===== src/rtl/lfu_cache_table_defines.svh =====
// Assertion helpers for the file that checks this block.
// Each macro expects i_clk and i_rst_n in scope.
`ifndef LFU_CACHE_TABLE_DEFINES_SVH
`define LFU_CACHE_TABLE_DEFINES_SVH

// The consequent must hold in the same cycle as the antecedent.
`define LFU_ASSERT_SAME(label, ante, cons, msg) \
    label: assert property (@(posedge i_clk) disable iff (!i_rst_n) (ante) |-> (cons)) \
        else $error(msg);

// The consequent must hold in the cycle after the antecedent.
`define LFU_ASSERT_NEXT(label, ante, cons, msg) \
    label: assert property (@(posedge i_clk) disable iff (!i_rst_n) (ante) |=> (cons)) \
        else $error(msg);

`endif


===== src/rtl/lfu_pkg.sv =====
package lfu_pkg;

    // Request kinds.
    localparam logic KIND_GET = 1'b0;
    localparam logic KIND_PUT = 1'b1;

    // Capacity register width and reset value.
    localparam int unsigned CFG_W     = 5;
    localparam logic [4:0]  CAP_RESET = 5'd16;

    // One request transfer.
    typedef struct packed {
        logic        kind;
        logic [31:0] lookup_key;
        logic [31:0] write_value;
    } t_req;

    // One response transfer.
    typedef struct packed {
        logic        hit;
        logic [31:0] read_value;
        logic        evicted;
        logic [31:0] evicted_key;
    } t_rsp;

    // One table entry as held in the entry memory.
    typedef struct packed {
        logic [31:0] key;
        logic [31:0] value;
        logic [31:0] uses;
        logic [31:0] stamp;
    } t_entry;

    typedef enum logic [1:0] {
        ST_IDLE,
        ST_SCAN,
        ST_DRAIN,
        ST_FINISH
    } t_state;

endpackage


===== src/rtl/lfu_cache_table.sv =====
// Channel    Direction  Handshake                    Payload
// request    in         i_in_valid / o_in_ready      i_req  (lfu_pkg::t_req)
// response   out        o_out_valid / i_out_ready    o_rsp  (lfu_pkg::t_rsp)
// config     in         i_cfg_we (always taken)      i_cfg_data (capacity in use)
//
// A request is accepted in idle, reads each entry of the entry memory in the scan, passes
// a drain state for the read latency, then writes back and finishes; with capacity zero
// the scan and drain are skipped. Reset is synchronous and needs no clearing pass. A held
// response stalls the write-back of the next request and so the acceptance of later ones.
`include "lfu_cache_table_defines.svh"

module lfu_cache_table #(
    parameter int CAPACITY = 16
) (
    input  logic                      i_clk,
    input  logic                      i_rst_n,
    input  logic                      i_in_valid,
    output logic                      o_in_ready,
    input  lfu_pkg::t_req             i_req,
    output logic                      o_out_valid,
    input  logic                      i_out_ready,
    output lfu_pkg::t_rsp             o_rsp,
    input  logic                      i_cfg_we,
    input  logic [lfu_pkg::CFG_W-1:0] i_cfg_data
);

    import lfu_pkg::*;

    localparam int IW    = (CAPACITY > 1) ? $clog2(CAPACITY) : 1;
    localparam int OW    = $clog2(CAPACITY + 1);
    localparam int CW    = (OW > CFG_W) ? OW : CFG_W;
    localparam int EW    = $bits(t_entry);

    // Control state.
    t_state             r_state, n_state;
    logic [CFG_W-1:0]   r_cap_cfg;
    logic [CAPACITY-1:0] r_valid;
    logic [CAPACITY-1:0] n_valid;
    logic [OW-1:0]      r_occ;
    logic [31:0]        r_clock;
    logic               r_out_valid;
    logic               r_pend;
    logic [IW-1:0]      r_rd_idx;

    // Request and scan results.
    t_req               r_req;
    t_rsp               r_rsp;
    logic [IW-1:0]      r_pend_idx;
    logic               r_found;
    logic [IW-1:0]      r_match_idx;
    t_entry             r_match;
    logic               r_vic_found;
    logic [IW-1:0]      r_vic_idx;
    logic [31:0]        r_vic_key;
    logic [31:0]        r_vic_uses;
    logic [31:0]        r_vic_age;
    logic               r_free_found;
    logic [IW-1:0]      r_free_idx;

    // Memory port.
    logic               ram_we;
    logic [IW-1:0]      ram_waddr;
    t_entry             ram_wdata;
    logic [IW-1:0]      ram_raddr;
    logic [EW-1:0]      ram_rdata_bits;
    t_entry             rd;

    // Finish-step signals.
    logic               in_fire;
    logic               fin_fire;
    logic               cap_zero;
    logic [CW-1:0]      cap_ext;
    logic [CW-1:0]      cap_eff;
    logic               is_put;
    logic               evict;
    logic               ins_ok;
    logic [IW-1:0]      ins_idx;
    logic [31:0]        hit_value;
    logic [31:0]        clock_next;
    logic [31:0]        rd_age;
    logic               rd_valid;
    t_rsp               n_rsp;

    lfu_ram #(
        .WIDTH (EW),
        .DEPTH (CAPACITY)
    ) u_entry_ram (
        .i_clk   (i_clk),
        .i_we    (ram_we),
        .i_waddr (ram_waddr),
        .i_wdata (ram_wdata),
        .i_raddr (ram_raddr),
        .o_rdata (ram_rdata_bits)
    );

    assign rd = t_entry'(ram_rdata_bits);

    // Effective capacity, clamped to the table size.
    always_comb begin
        cap_ext  = CW'(r_cap_cfg);
        cap_eff  = (cap_ext > CW'(CAPACITY)) ? CW'(CAPACITY) : cap_ext;
        cap_zero = (r_cap_cfg == '0);
    end

    assign in_fire    = i_in_valid && o_in_ready;
    assign o_in_ready = (r_state == ST_IDLE);
    assign ram_raddr  = r_rd_idx;
    assign clock_next = r_clock + 32'd1;
    assign rd_age     = r_clock - rd.stamp;
    assign rd_valid   = r_valid[r_pend_idx];

    // Next state, write-back and response.
    always_comb begin
        n_state   = r_state;
        fin_fire  = 1'b0;
        is_put    = (r_req.kind == KIND_PUT);
        hit_value = is_put ? r_req.write_value : r_match.value;
        evict     = !cap_zero && !r_found && is_put && r_vic_found
                    && (CW'(r_occ) >= cap_eff);
        ins_ok    = evict || r_free_found;
        ins_idx   = (evict && !(r_free_found && (r_free_idx < r_vic_idx)))
                    ? r_vic_idx : r_free_idx;

        // The victim leaves first; the new key may reuse its slot.
        n_valid = r_valid;
        if (evict) begin
            n_valid[r_vic_idx] = 1'b0;
        end
        if (ins_ok) begin
            n_valid[ins_idx] = 1'b1;
        end

        ram_we          = 1'b0;
        ram_waddr       = r_found ? r_match_idx : ins_idx;
        ram_wdata.key   = r_req.lookup_key;
        ram_wdata.value = r_found ? hit_value : r_req.write_value;
        ram_wdata.uses  = r_found ? ((r_match.uses == '1) ? r_match.uses
                                                          : r_match.uses + 32'd1)
                                  : 32'd1;
        ram_wdata.stamp = clock_next;

        n_rsp.hit         = !cap_zero && r_found;
        n_rsp.read_value  = (!cap_zero && r_found) ? hit_value : 32'd0;
        n_rsp.evicted     = evict;
        n_rsp.evicted_key = evict ? r_vic_key : 32'd0;

        unique case (r_state)
            ST_IDLE: begin
                if (in_fire) begin
                    n_state = cap_zero ? ST_FINISH : ST_SCAN;
                end
            end
            ST_SCAN: begin
                if (r_rd_idx == IW'(CAPACITY - 1)) begin
                    n_state = ST_DRAIN;
                end
            end
            ST_DRAIN: begin
                n_state = ST_FINISH;
            end
            ST_FINISH: begin
                if (!r_out_valid || i_out_ready) begin
                    fin_fire = 1'b1;
                    ram_we   = !cap_zero && (r_found || (is_put && ins_ok));
                    n_state  = ST_IDLE;
                end
            end
            default: begin
                n_state = ST_IDLE;
            end
        endcase
    end

    // State register.
    always_ff @(posedge i_clk) begin
        if (!i_rst_n) begin
            r_state <= ST_IDLE;
        end else begin
            r_state <= n_state;
        end
    end

    // Control registers: capacity, valid bits, occupancy, access clock, scan pointer, response valid.
    always_ff @(posedge i_clk) begin
        if (!i_rst_n) begin
            r_cap_cfg   <= CAP_RESET;
            r_valid     <= '0;
            r_occ       <= '0;
            r_clock     <= '0;
            r_out_valid <= 1'b0;
            r_pend      <= 1'b0;
            r_rd_idx    <= '0;
        end else begin
            if (i_cfg_we) begin
                r_cap_cfg <= i_cfg_data;
            end
            r_pend <= (r_state == ST_SCAN);
            if (in_fire) begin
                r_rd_idx <= '0;
            end else if (r_state == ST_SCAN && r_rd_idx != IW'(CAPACITY - 1)) begin
                r_rd_idx <= r_rd_idx + IW'(1);
            end
            if (fin_fire) begin
                r_out_valid <= 1'b1;
            end else if (o_out_valid && i_out_ready) begin
                r_out_valid <= 1'b0;
            end
            if (fin_fire) begin
                if (!cap_zero) begin
                    r_clock <= clock_next;
                end
                if (!cap_zero && !r_found && is_put) begin
                    r_valid <= n_valid;
                    if (!evict && ins_ok) begin
                        r_occ <= r_occ + OW'(1);
                    end
                end
            end
        end
    end

    // Request capture, scan comparisons and the response register.
    always_ff @(posedge i_clk) begin
        r_pend_idx <= r_rd_idx;
        if (in_fire) begin
            r_req        <= i_req;
            r_found      <= 1'b0;
            r_vic_found  <= 1'b0;
            r_free_found <= 1'b0;
        end
        if (r_pend) begin
            // First valid entry holding the key.
            if (rd_valid && !r_found && rd.key == r_req.lookup_key) begin
                r_found     <= 1'b1;
                r_match_idx <= r_pend_idx;
                r_match     <= rd;
            end
            // Lowest use count, then largest age; ties keep the lower slot.
            if (rd_valid && (!r_vic_found || rd.uses < r_vic_uses
                             || (rd.uses == r_vic_uses && rd_age > r_vic_age))) begin
                r_vic_found <= 1'b1;
                r_vic_idx   <= r_pend_idx;
                r_vic_key   <= rd.key;
                r_vic_uses  <= rd.uses;
                r_vic_age   <= rd_age;
            end
            // First empty slot.
            if (!rd_valid && !r_free_found) begin
                r_free_found <= 1'b1;
                r_free_idx   <= r_pend_idx;
            end
        end
        if (fin_fire) begin
            r_rsp <= n_rsp;
        end
    end

    assign o_out_valid = r_out_valid;
    assign o_rsp       = r_rsp;

    // Checks.
    `LFU_ASSERT_SAME(a_occ_matches_valid, 1'b1, $countones(r_valid) == int'(r_occ), "bad occupancy")
    `LFU_ASSERT_NEXT(a_write_gives_rsp, ram_we, r_out_valid, "write-back without a response")
    `LFU_ASSERT_SAME(a_evict_not_hit, r_out_valid && r_rsp.evicted, !r_rsp.hit, "eviction on a hit")

endmodule


===== src/rtl/lfu_ram.sv =====
module lfu_ram #(
    parameter int WIDTH = 128,
    parameter int DEPTH = 16
) (
    input  logic                                   i_clk,
    input  logic                                   i_we,
    input  logic [(DEPTH > 1 ? $clog2(DEPTH) : 1)-1:0] i_waddr,
    input  logic [WIDTH-1:0]                       i_wdata,
    input  logic [(DEPTH > 1 ? $clog2(DEPTH) : 1)-1:0] i_raddr,
    output logic [WIDTH-1:0]                       o_rdata
);

    logic [WIDTH-1:0] r_mem [DEPTH];
    logic [WIDTH-1:0] r_rdata;

    // Single write port, registered read port.
    always_ff @(posedge i_clk) begin
        if (i_we) begin
            r_mem[i_waddr] <= i_wdata;
        end
        r_rdata <= r_mem[i_raddr];
    end

    assign o_rdata = r_rdata;

endmodule


===== config.mk =====
export PLATFORM = sky130hd
export DESIGN_NAME = lfu_cache_table
export DESIGN_NICKNAME = d
export VERILOG_FILES = /design/src/rtl/lfu_pkg.sv /design/src/rtl/lfu_cache_table.sv /design/src/rtl/lfu_ram.sv
export VERILOG_INCLUDE_DIRS = /design/src /design/src/rtl
export SDC_FILE = /design/constraint.sdc
export NUM_CORES = 2
export LEC_CHECK = 0
export BUFFER_PORTS_ARGS = -buffer_cell sky130_fd_sc_hd__buf_2
export CAP_MARGIN = 10
export CORE_ASPECT_RATIO = 0.7
export CORE_MARGIN = 1
export CORE_UTILIZATION = 50
export DETAILED_ROUTE_END_ITERATION = 8
export HOLD_SLACK_MARGIN = 0.05
export PLACE_DENSITY_LB_ADDON = 0.05
export SLEW_MARGIN = 40
export SYNTH_ARGS = -nofsm -noshare
export SYNTH_HDL_FRONTEND = slang
export SYNTH_SLANG_ARGS = --single-unit
export TNS_END_PERCENT = 1

===== constraint.sdc =====
create_clock -name i_clk -period 14.4 [get_ports i_clk]
set_input_delay 0.72 -clock i_clk [delete_from_list [all_inputs] [get_ports i_clk]]
set_output_delay 0.72 -clock i_clk [all_outputs]
set_load 0.01 [all_outputs]

# Yosys cells after proc, flatten, opt, wreduce, memory -nomap -nowiden
# Memories as Yosys holds them, arrays and structs flattened. A register that Yosys moved wholly into a read port is not among the register bits.
# Cells that the tools add are included.
[classes]
magnitude_cmp = 10
n_eq_ne = 11
addsub = 5
n_reduce_logical = 44
bitwise_logic = 5
muxes = 37
[ops]
columns = ["cell", "count"]
rows = [
  ["32-bit two-way mux", 4],
  ["32-bit by 1-bit adder with 32-bit output, second input constant", 2],
  ["32-bit equality test", 2],
  ["32-bit equality test, second input constant", 1],
  ["32-bit > comparator", 1],
  ["32-bit < comparator", 1],
  ["16-bit two-way mux", 2],
  ["32-bit subtractor", 1],
  ["1-bit logical AND", 20],
  ["1-bit two-way mux", 20],
  ["16-bit bitwise AND", 1],
  ["16-bit NOT", 1],
  ["16-bit OR", 1],
  ["4-bit by 5-bit < comparator with 1-bit output, second input constant", 3],
  ["2-bit AND reduction", 5],
  ["1-bit demux with 4-bit select", 2],
  ["4-bit by 1-bit >= comparator with 1-bit output, second input constant", 2],
  ["1-bit zero test", 8],
  ["2-bit two-way mux", 4],
  ["4-bit two-way mux", 2],
  ["2-bit case mux with 4 select lines", 1],
  ["3-bit AND reduction", 2],
  ["5-bit by 1-bit adder with 5-bit output, second input constant", 1],
  ["5-bit >= comparator", 1],
  ["17 further kinds", 24],
]
[totals]
register_bits = 376
elab_cells = 140
out_inout_bits = 68
mem_bits_rw = 2048
in_bits = 75
memories = 1
[mem_list]
columns = ["name", "words", "word_bits", "rd", "rd_clocked_by_memory_dff", "write_ports", "line_no", "source"]
rows = [
  ["u_entry_ram.r_mem", 16, 128, 1, 1, 1, "lfu_ram.sv:13", "logic [WIDTH-1:0] r_mem [DEPTH];"],
]

# Logic depth before layout (Yosys ltp)
[depth]
word_depth = 14
ltp_mapped = 22
mapped_depth_nobuf = 22

# Hierarchy
# A second synthesis with hierarchy kept.
[unflattened]
cells_unflattened = 5027
hier_area_um2 = 98461.9
[modules_own_cells]
columns = ["module", "area_per_inst_um2", "instances", "seq_area_each_um2", "cells_each"]
rows = [
  ["lfu_ram", 79343.6, 1, 64061.4, 3365],
  ["lfu_cache_table", 19118.3, 1, 10560.1, 1662],
]

# Worst setup path after synthesis
# No wires, ideal clock.
[synth_timing]
path_type = "input to register"
start = "input port i_out_ready"
end = "memory u_entry_ram.r_mem[1][0] (enable)"
slack_ps = 3034
path_buffers = 0
stages = 6
arrival_ps = 10749
setup_time_ps = 616
required_time_ps = 13784
path_cell_list = "nor2b_1 -> nor2b_1 -> o21ai_1 -> a21oi_1 -> or3b_4 -> nor2_1"
[synth_via]
elab_chain_len = 5
[synth_rtl]
columns = ["element", "line_no", "source"]
rows = [
  ["start: declaration", "lfu_cache_table.sv:21", "input logic i_out_ready,"],
  ["1-bit logical OR", "lfu_cache_table.sv:162", "if (!r_out_valid || i_out_ready) begin"],
  ["1-bit two-way mux", "lfu_cache_table.sv:162", ""],
  ["1-bit two-way mux", "lfu_cache_table.sv:147", "unique case (r_state)"],
  ["1-bit two-way mux", "lfu_ram.sv:18", "if (i_we) begin"],
  ["1-bit two-way mux (implied by the code)", "lfu_ram.sv:19", "r_mem[i_waddr] <= i_wdata;"],
  ["end: declaration", "lfu_ram.sv:13", ""],
]
# Every way passes these cells.

# Final worst setup path
[layout_timing]
start = "register r_clock[0]"
end = "register r_vic_key[16] (enable)"
[layout_via]
elab_chain_len = 6
[layout_rtl]
columns = ["element", "line_no", "source"]
rows = [
  ["start: declaration", "lfu_cache_table.sv:40", "logic [31:0] r_clock;"],
  ["start signal: assignment", "lfu_cache_table.sv:210", "r_clock <= clock_next;"],
  ["32-bit subtractor", "lfu_cache_table.sv:109", "assign rd_age = r_clock - rd.stamp;"],
  ["net rd_age[28]", "lfu_cache_table.sv:80", "logic [31:0] rd_age;"],
  ["32-bit > comparator", "lfu_cache_table.sv:240", "|| (rd.uses == r_vic_uses && rd_age > r_vic_age))) begin"],
  ["1-bit logical AND", "lfu_cache_table.sv:240", ""],
  ["1-bit logical OR", "lfu_cache_table.sv:240", ""],
  ["1-bit logical AND", "lfu_cache_table.sv:239", "if (rd_valid && (!r_vic_found || rd.uses < r_vic_uses"],
  ["2-bit AND reduction (no line)", "--", ""],
  ["end signal: assignment", "lfu_cache_table.sv:243", "r_vic_key <= rd.key;"],
  ["end: declaration", "lfu_cache_table.sv:54", "logic [31:0] r_vic_key;"],
]
# The timed path passes the listed nets, and every way through them passes these cells.
# A chain may end at the register's enable or synchronous reset.

==> results.sh <==
export IMPL_ir_drop_v=0.000106
export IMPL_cap_viol_max_count=0
export IMPL_synth_yosys_seq_area_share=0.763
export IMPL_dp_slack_ns=7.87
export IMPL_period_needed_ns=6.46
export IMPL_clock_skew_ns=0.0725
export IMPL_power_density_cell_area_nw_per_um2=148
export IMPL_route_detailed_wl_per_inst_um=29.1
export IMPL_vias_per_cell=5.92
export IMPL_critical_path_class="reg -> reg"
export IMPL_ant_nets_after_route=0
export IMPL_max_freq_ghz=0.155
export IMPL_yosys_register_bits=2552
export IMPL_start_kind="flip-flop"
export IMPL_detailroute_via_count=45800
export IMPL_cts_root_buffer_cell="clkbuf_16"
export IMPL_fin_worst_hold_slack_ns=0.129
export IMPL_drt_total_wl_um=225000
export IMPL_first_pass_grt_wire_length_um=329000
export IMPL_grt_use_total=0.231
export IMPL_synth_distinct_cells=73
export IMPL_timing_slew_headroom=0.422
export IMPL_rows=135
export IMPL_first_global_vias=46300
export IMPL_cts_htree_levels=4
export IMPL_post_synth_top_area_cell="edfxtp_1"
export IMPL_netlist_area_sq_um=97800
export IMPL_tritoncts="yes"
export IMPL_rsz0062_at_grt="false"
export IMPL_setup_total_negative_slack_ns=0
export IMPL_tightest_slew_ns=0.867
export IMPL_synth_warn=0
export IMPL_ys_dominant_reg_cell="edfxtp_1"
export IMPL_cts_reportedPaths_clkPinSlew_ns=0.06
export IMPL_cp_data_arrival_time_ns=6.95
export IMPL_core_region_area_sq_um=194000
export IMPL_nets_in_the_synthesized_netlist=4724
export IMPL_drtPass1Iterations=5
export IMPL_dpl_hpwl_um=124000
export IMPL_layout_drive_gt1_share=0.271
export IMPL_finalHoldViolCount=0
export IMPL_async_reset_ff_frac=0
export IMPL_cts_buffer_depth=4
export IMPL_syn2layout_area_growth_pct=14.1
export IMPL_drc=0
export IMPL_synth_largest_type_area_fraction=0.722
export IMPL_initial_antenna_violation_count=4
export IMPL_cts_inserted_buffers=244
export IMPL_crit_required_ns=14.90
export IMPL_die_width_um=531
export IMPL_dieArea_sq_um=197000
export IMPL_port_buffer_count=142
export IMPL_global_route_overflow_total=0
export IMPL_worst_setup_path_end_kind="flip-flop"
export IMPL_clock_insertion_delay_worst_skew_ns=0.89
export IMPL_cts_hold_fix_buffers=64
export IMPL_fin_crit_sh=0.449
export IMPL_placedInstanceArea_sq_um=103000
export IMPL_synth_cells=4537
export IMPL_gp_routability_congestion=0.766
export IMPL_design_area_sq_um=112000
export IMPL_leakage_uw=0.0345
export IMPL_cts_setup_buffers=0
export IMPL_synth_enable_flop_cells=2351
export IMPL_avgSynthCellArea_sq_um=21.6
export IMPL_dr_first_iter_drc_count=4534
export IMPL_grt_start_max_net_pins=91
export IMPL_final_max_slew_violation_count=0
export IMPL_clock_sinks=2552
export IMPL_finalWorstSetupSlack_ns=7.94
export IMPL_initial_core_util=0.504
export IMPL_crit_path_max_fanout=37
export IMPL_die_h_um=372
export IMPL_timing_hold_worst_class="in -> reg"
export IMPL_status="completed"
export IMPL_synth_area_top_cells="edfxtp_1 72%, mux4_2 15%, dfxtp_1 4.1%, ha_1 1.4%, xor2_1 0.68%"
export IMPL_setup_viol=0
export IMPL_design_portCount=143
export IMPL_finalNetCount=5120
export IMPL_cts_repair_resize_count=0
==> cell type report <==
cell class / count / area, sq um
diodes: 2 / 5.00
clock buffers: 333 / 6670
clock inverters: 117 / 1230
fillers: 14300 / 82300
inverters: 121 / 457
multi-input cells: 1680 / 22400
flip-flops and latches: 2552 / 74600
well taps: 2603 / 3260
repair buffers: 334 / 2940
==> critical path, cell delays in order (launching register included) <==
cell and delay, ns:
dfxtp_1 0.38, inv_1 0.28, ha_1 0.35, fa_1 0.41
nand2b_1 0.19, a21oi_1 0.20, o21ai_1 0.13, a21oi_1 0.32
a311oi_2 0.18, a21oi_1 0.32, a311o_1 0.26, a21oi_2 0.07
xnor2_1 0.24, ha_1 0.28, nand4_1 0.11, nor2_1 0.07
and3_1 0.19, nand4_1 0.11, o311ai_0 0.14, nor2_1 0.11
o31ai_1 0.13, o21ai_4 0.21, buf_8 0.22, buf_4 0.48
buf_4 0.66
==> cell families (layout without fill, tap and decap cells) <==
| logic type | after synthesis | after routing | synth area share |
|---|---|---|---|
| fa+ha+maj | 112 | 112 | 0.0144 |
| xor+xnor | 144 | 144 | 0.0129 |
| mux | 724 | 724 | 0.157 |
| flops | 2552 | 2552 | 0.763 |
| other cells | 0 | 2 | 0 |
| simple gates | 469 | 469 | 0.0247 |
| buf+inv | 305 | 905 | 0.0121 |
| compound gates | 231 | 231 | 0.0156 |
==> path summary, 6_finish.rpt <==
check             cells past startpoint  slack [ns]                      end                             from
setup reg to reg                     24        7.94  r_vic_key[16]$_DFFE_PP_          r_clock[0]$_SDFFE_PN0P_
setup / recovery                     24        7.94  r_vic_key[16]$_DFFE_PP_          r_clock[0]$_SDFFE_PN0P_
hold / removal                        3        0.13  cap_ext[4]$_SDFFE_PN1P_                    i_cfg_data[4]
hold reg to reg                       0        0.40    r_match[70]$_DFFE_PP_  u_entry_ram.o_rdata[70]$_DFF_P_
==> cells in the mapped netlist (4+ instances only) <==
master	number
nor4_1	13
nor2_1	119
a21boi_1	5
xnor2_1	68
buf_2	26
o21ai_0	45
nand2b_1	15
inv_1	121
nor3b_1	4
mux2_2	32
nand4_1	32
nor3_1	14
o21a_1	5
a21boi_0	9
nand2_1	98
a21oi_1	50
xor2_1	76
a211oi_1	4
or3_1	15
nor2b_1	18
mux2i_1	47
a21o_1	41
nand3_1	39
and3_1	16
a31oi_1	10
clkbuf_1	112
and2_1	65
o211ai_1	17
edfxtp_1	2351
o21ai_1	7
o311ai_0	5
mux4_2	645
buf_1	45
o31ai_1	7
dfxtp_1	201
ha_1	111
==> registers in the layout, indices dropped and copies added (netlist names), 64 cells and up <==
register,flops
r_match,64
o_rsp,66
u_entry_ram.o_rdata,128
r_req,64
u_entry_ram.r_mem,2048
==> metal layers <==
| metal | up-vias | wire length (um) | GRT usage |
|---|---|---|---|
| met5 | - | 13 | 0 |
| met4 | 2 | 3500 | 0.0431 |
| met3 | 254 | 12600 | 0.0330 |
| met2 | 1293 | 100000 | 0.336 |
| met1 | 24800 | 109000 | 0.374 |
| li1 | 19500 | - | - |
==> per-stage QoR <==
stage	power (uW)	instances	utilization
final	16500	7742	0.575
after global routing	17100	7741	0.575
after CTS	16700	7734	0.574
after detailed placement	10300	7220	0.530
after global placement	10300	7198	0.526
after floorplan	9830	4537	-
==> where the power goes <==
part / switching, uW / internal, uW / total (uW)
clock: 2700 / 3680 / 6380
sequential: 177 / 8340 / 8520
combinational: 786 / 858 / 1640
total: 3670 / 12900 / 16500
==> cell usage in the layout, fill, tap and decap left out, types with 17 or more instances in the layout <==
cell type      count
edfxtp_1        2351
mux4_2           645
clkbuf_16        244
dfxtp_1          197
buf_2            143
inv_1            120
ha_1             111
nand2_1           98
nor2_1            77
xor2_1            71
clkbuf_1          66
and2_1            65
dlygate4sd3_1     64
xnor2_1           60
buf_4             58
a21oi_1           47
mux2i_1           47
clkinv_2          42
o21ai_0           41
a21o_1            41
nand3_1           39
clkinv_1          36
buf_6             36
nand4_1           32
mux2_2            32
nor2_2            25
bufinv_16         25
clkbuf_8          23
nor2b_1           17
o211ai_1          17
nor2_4            17
buf_12            17
No activity file was read; power rests on OpenSTA's default activity.
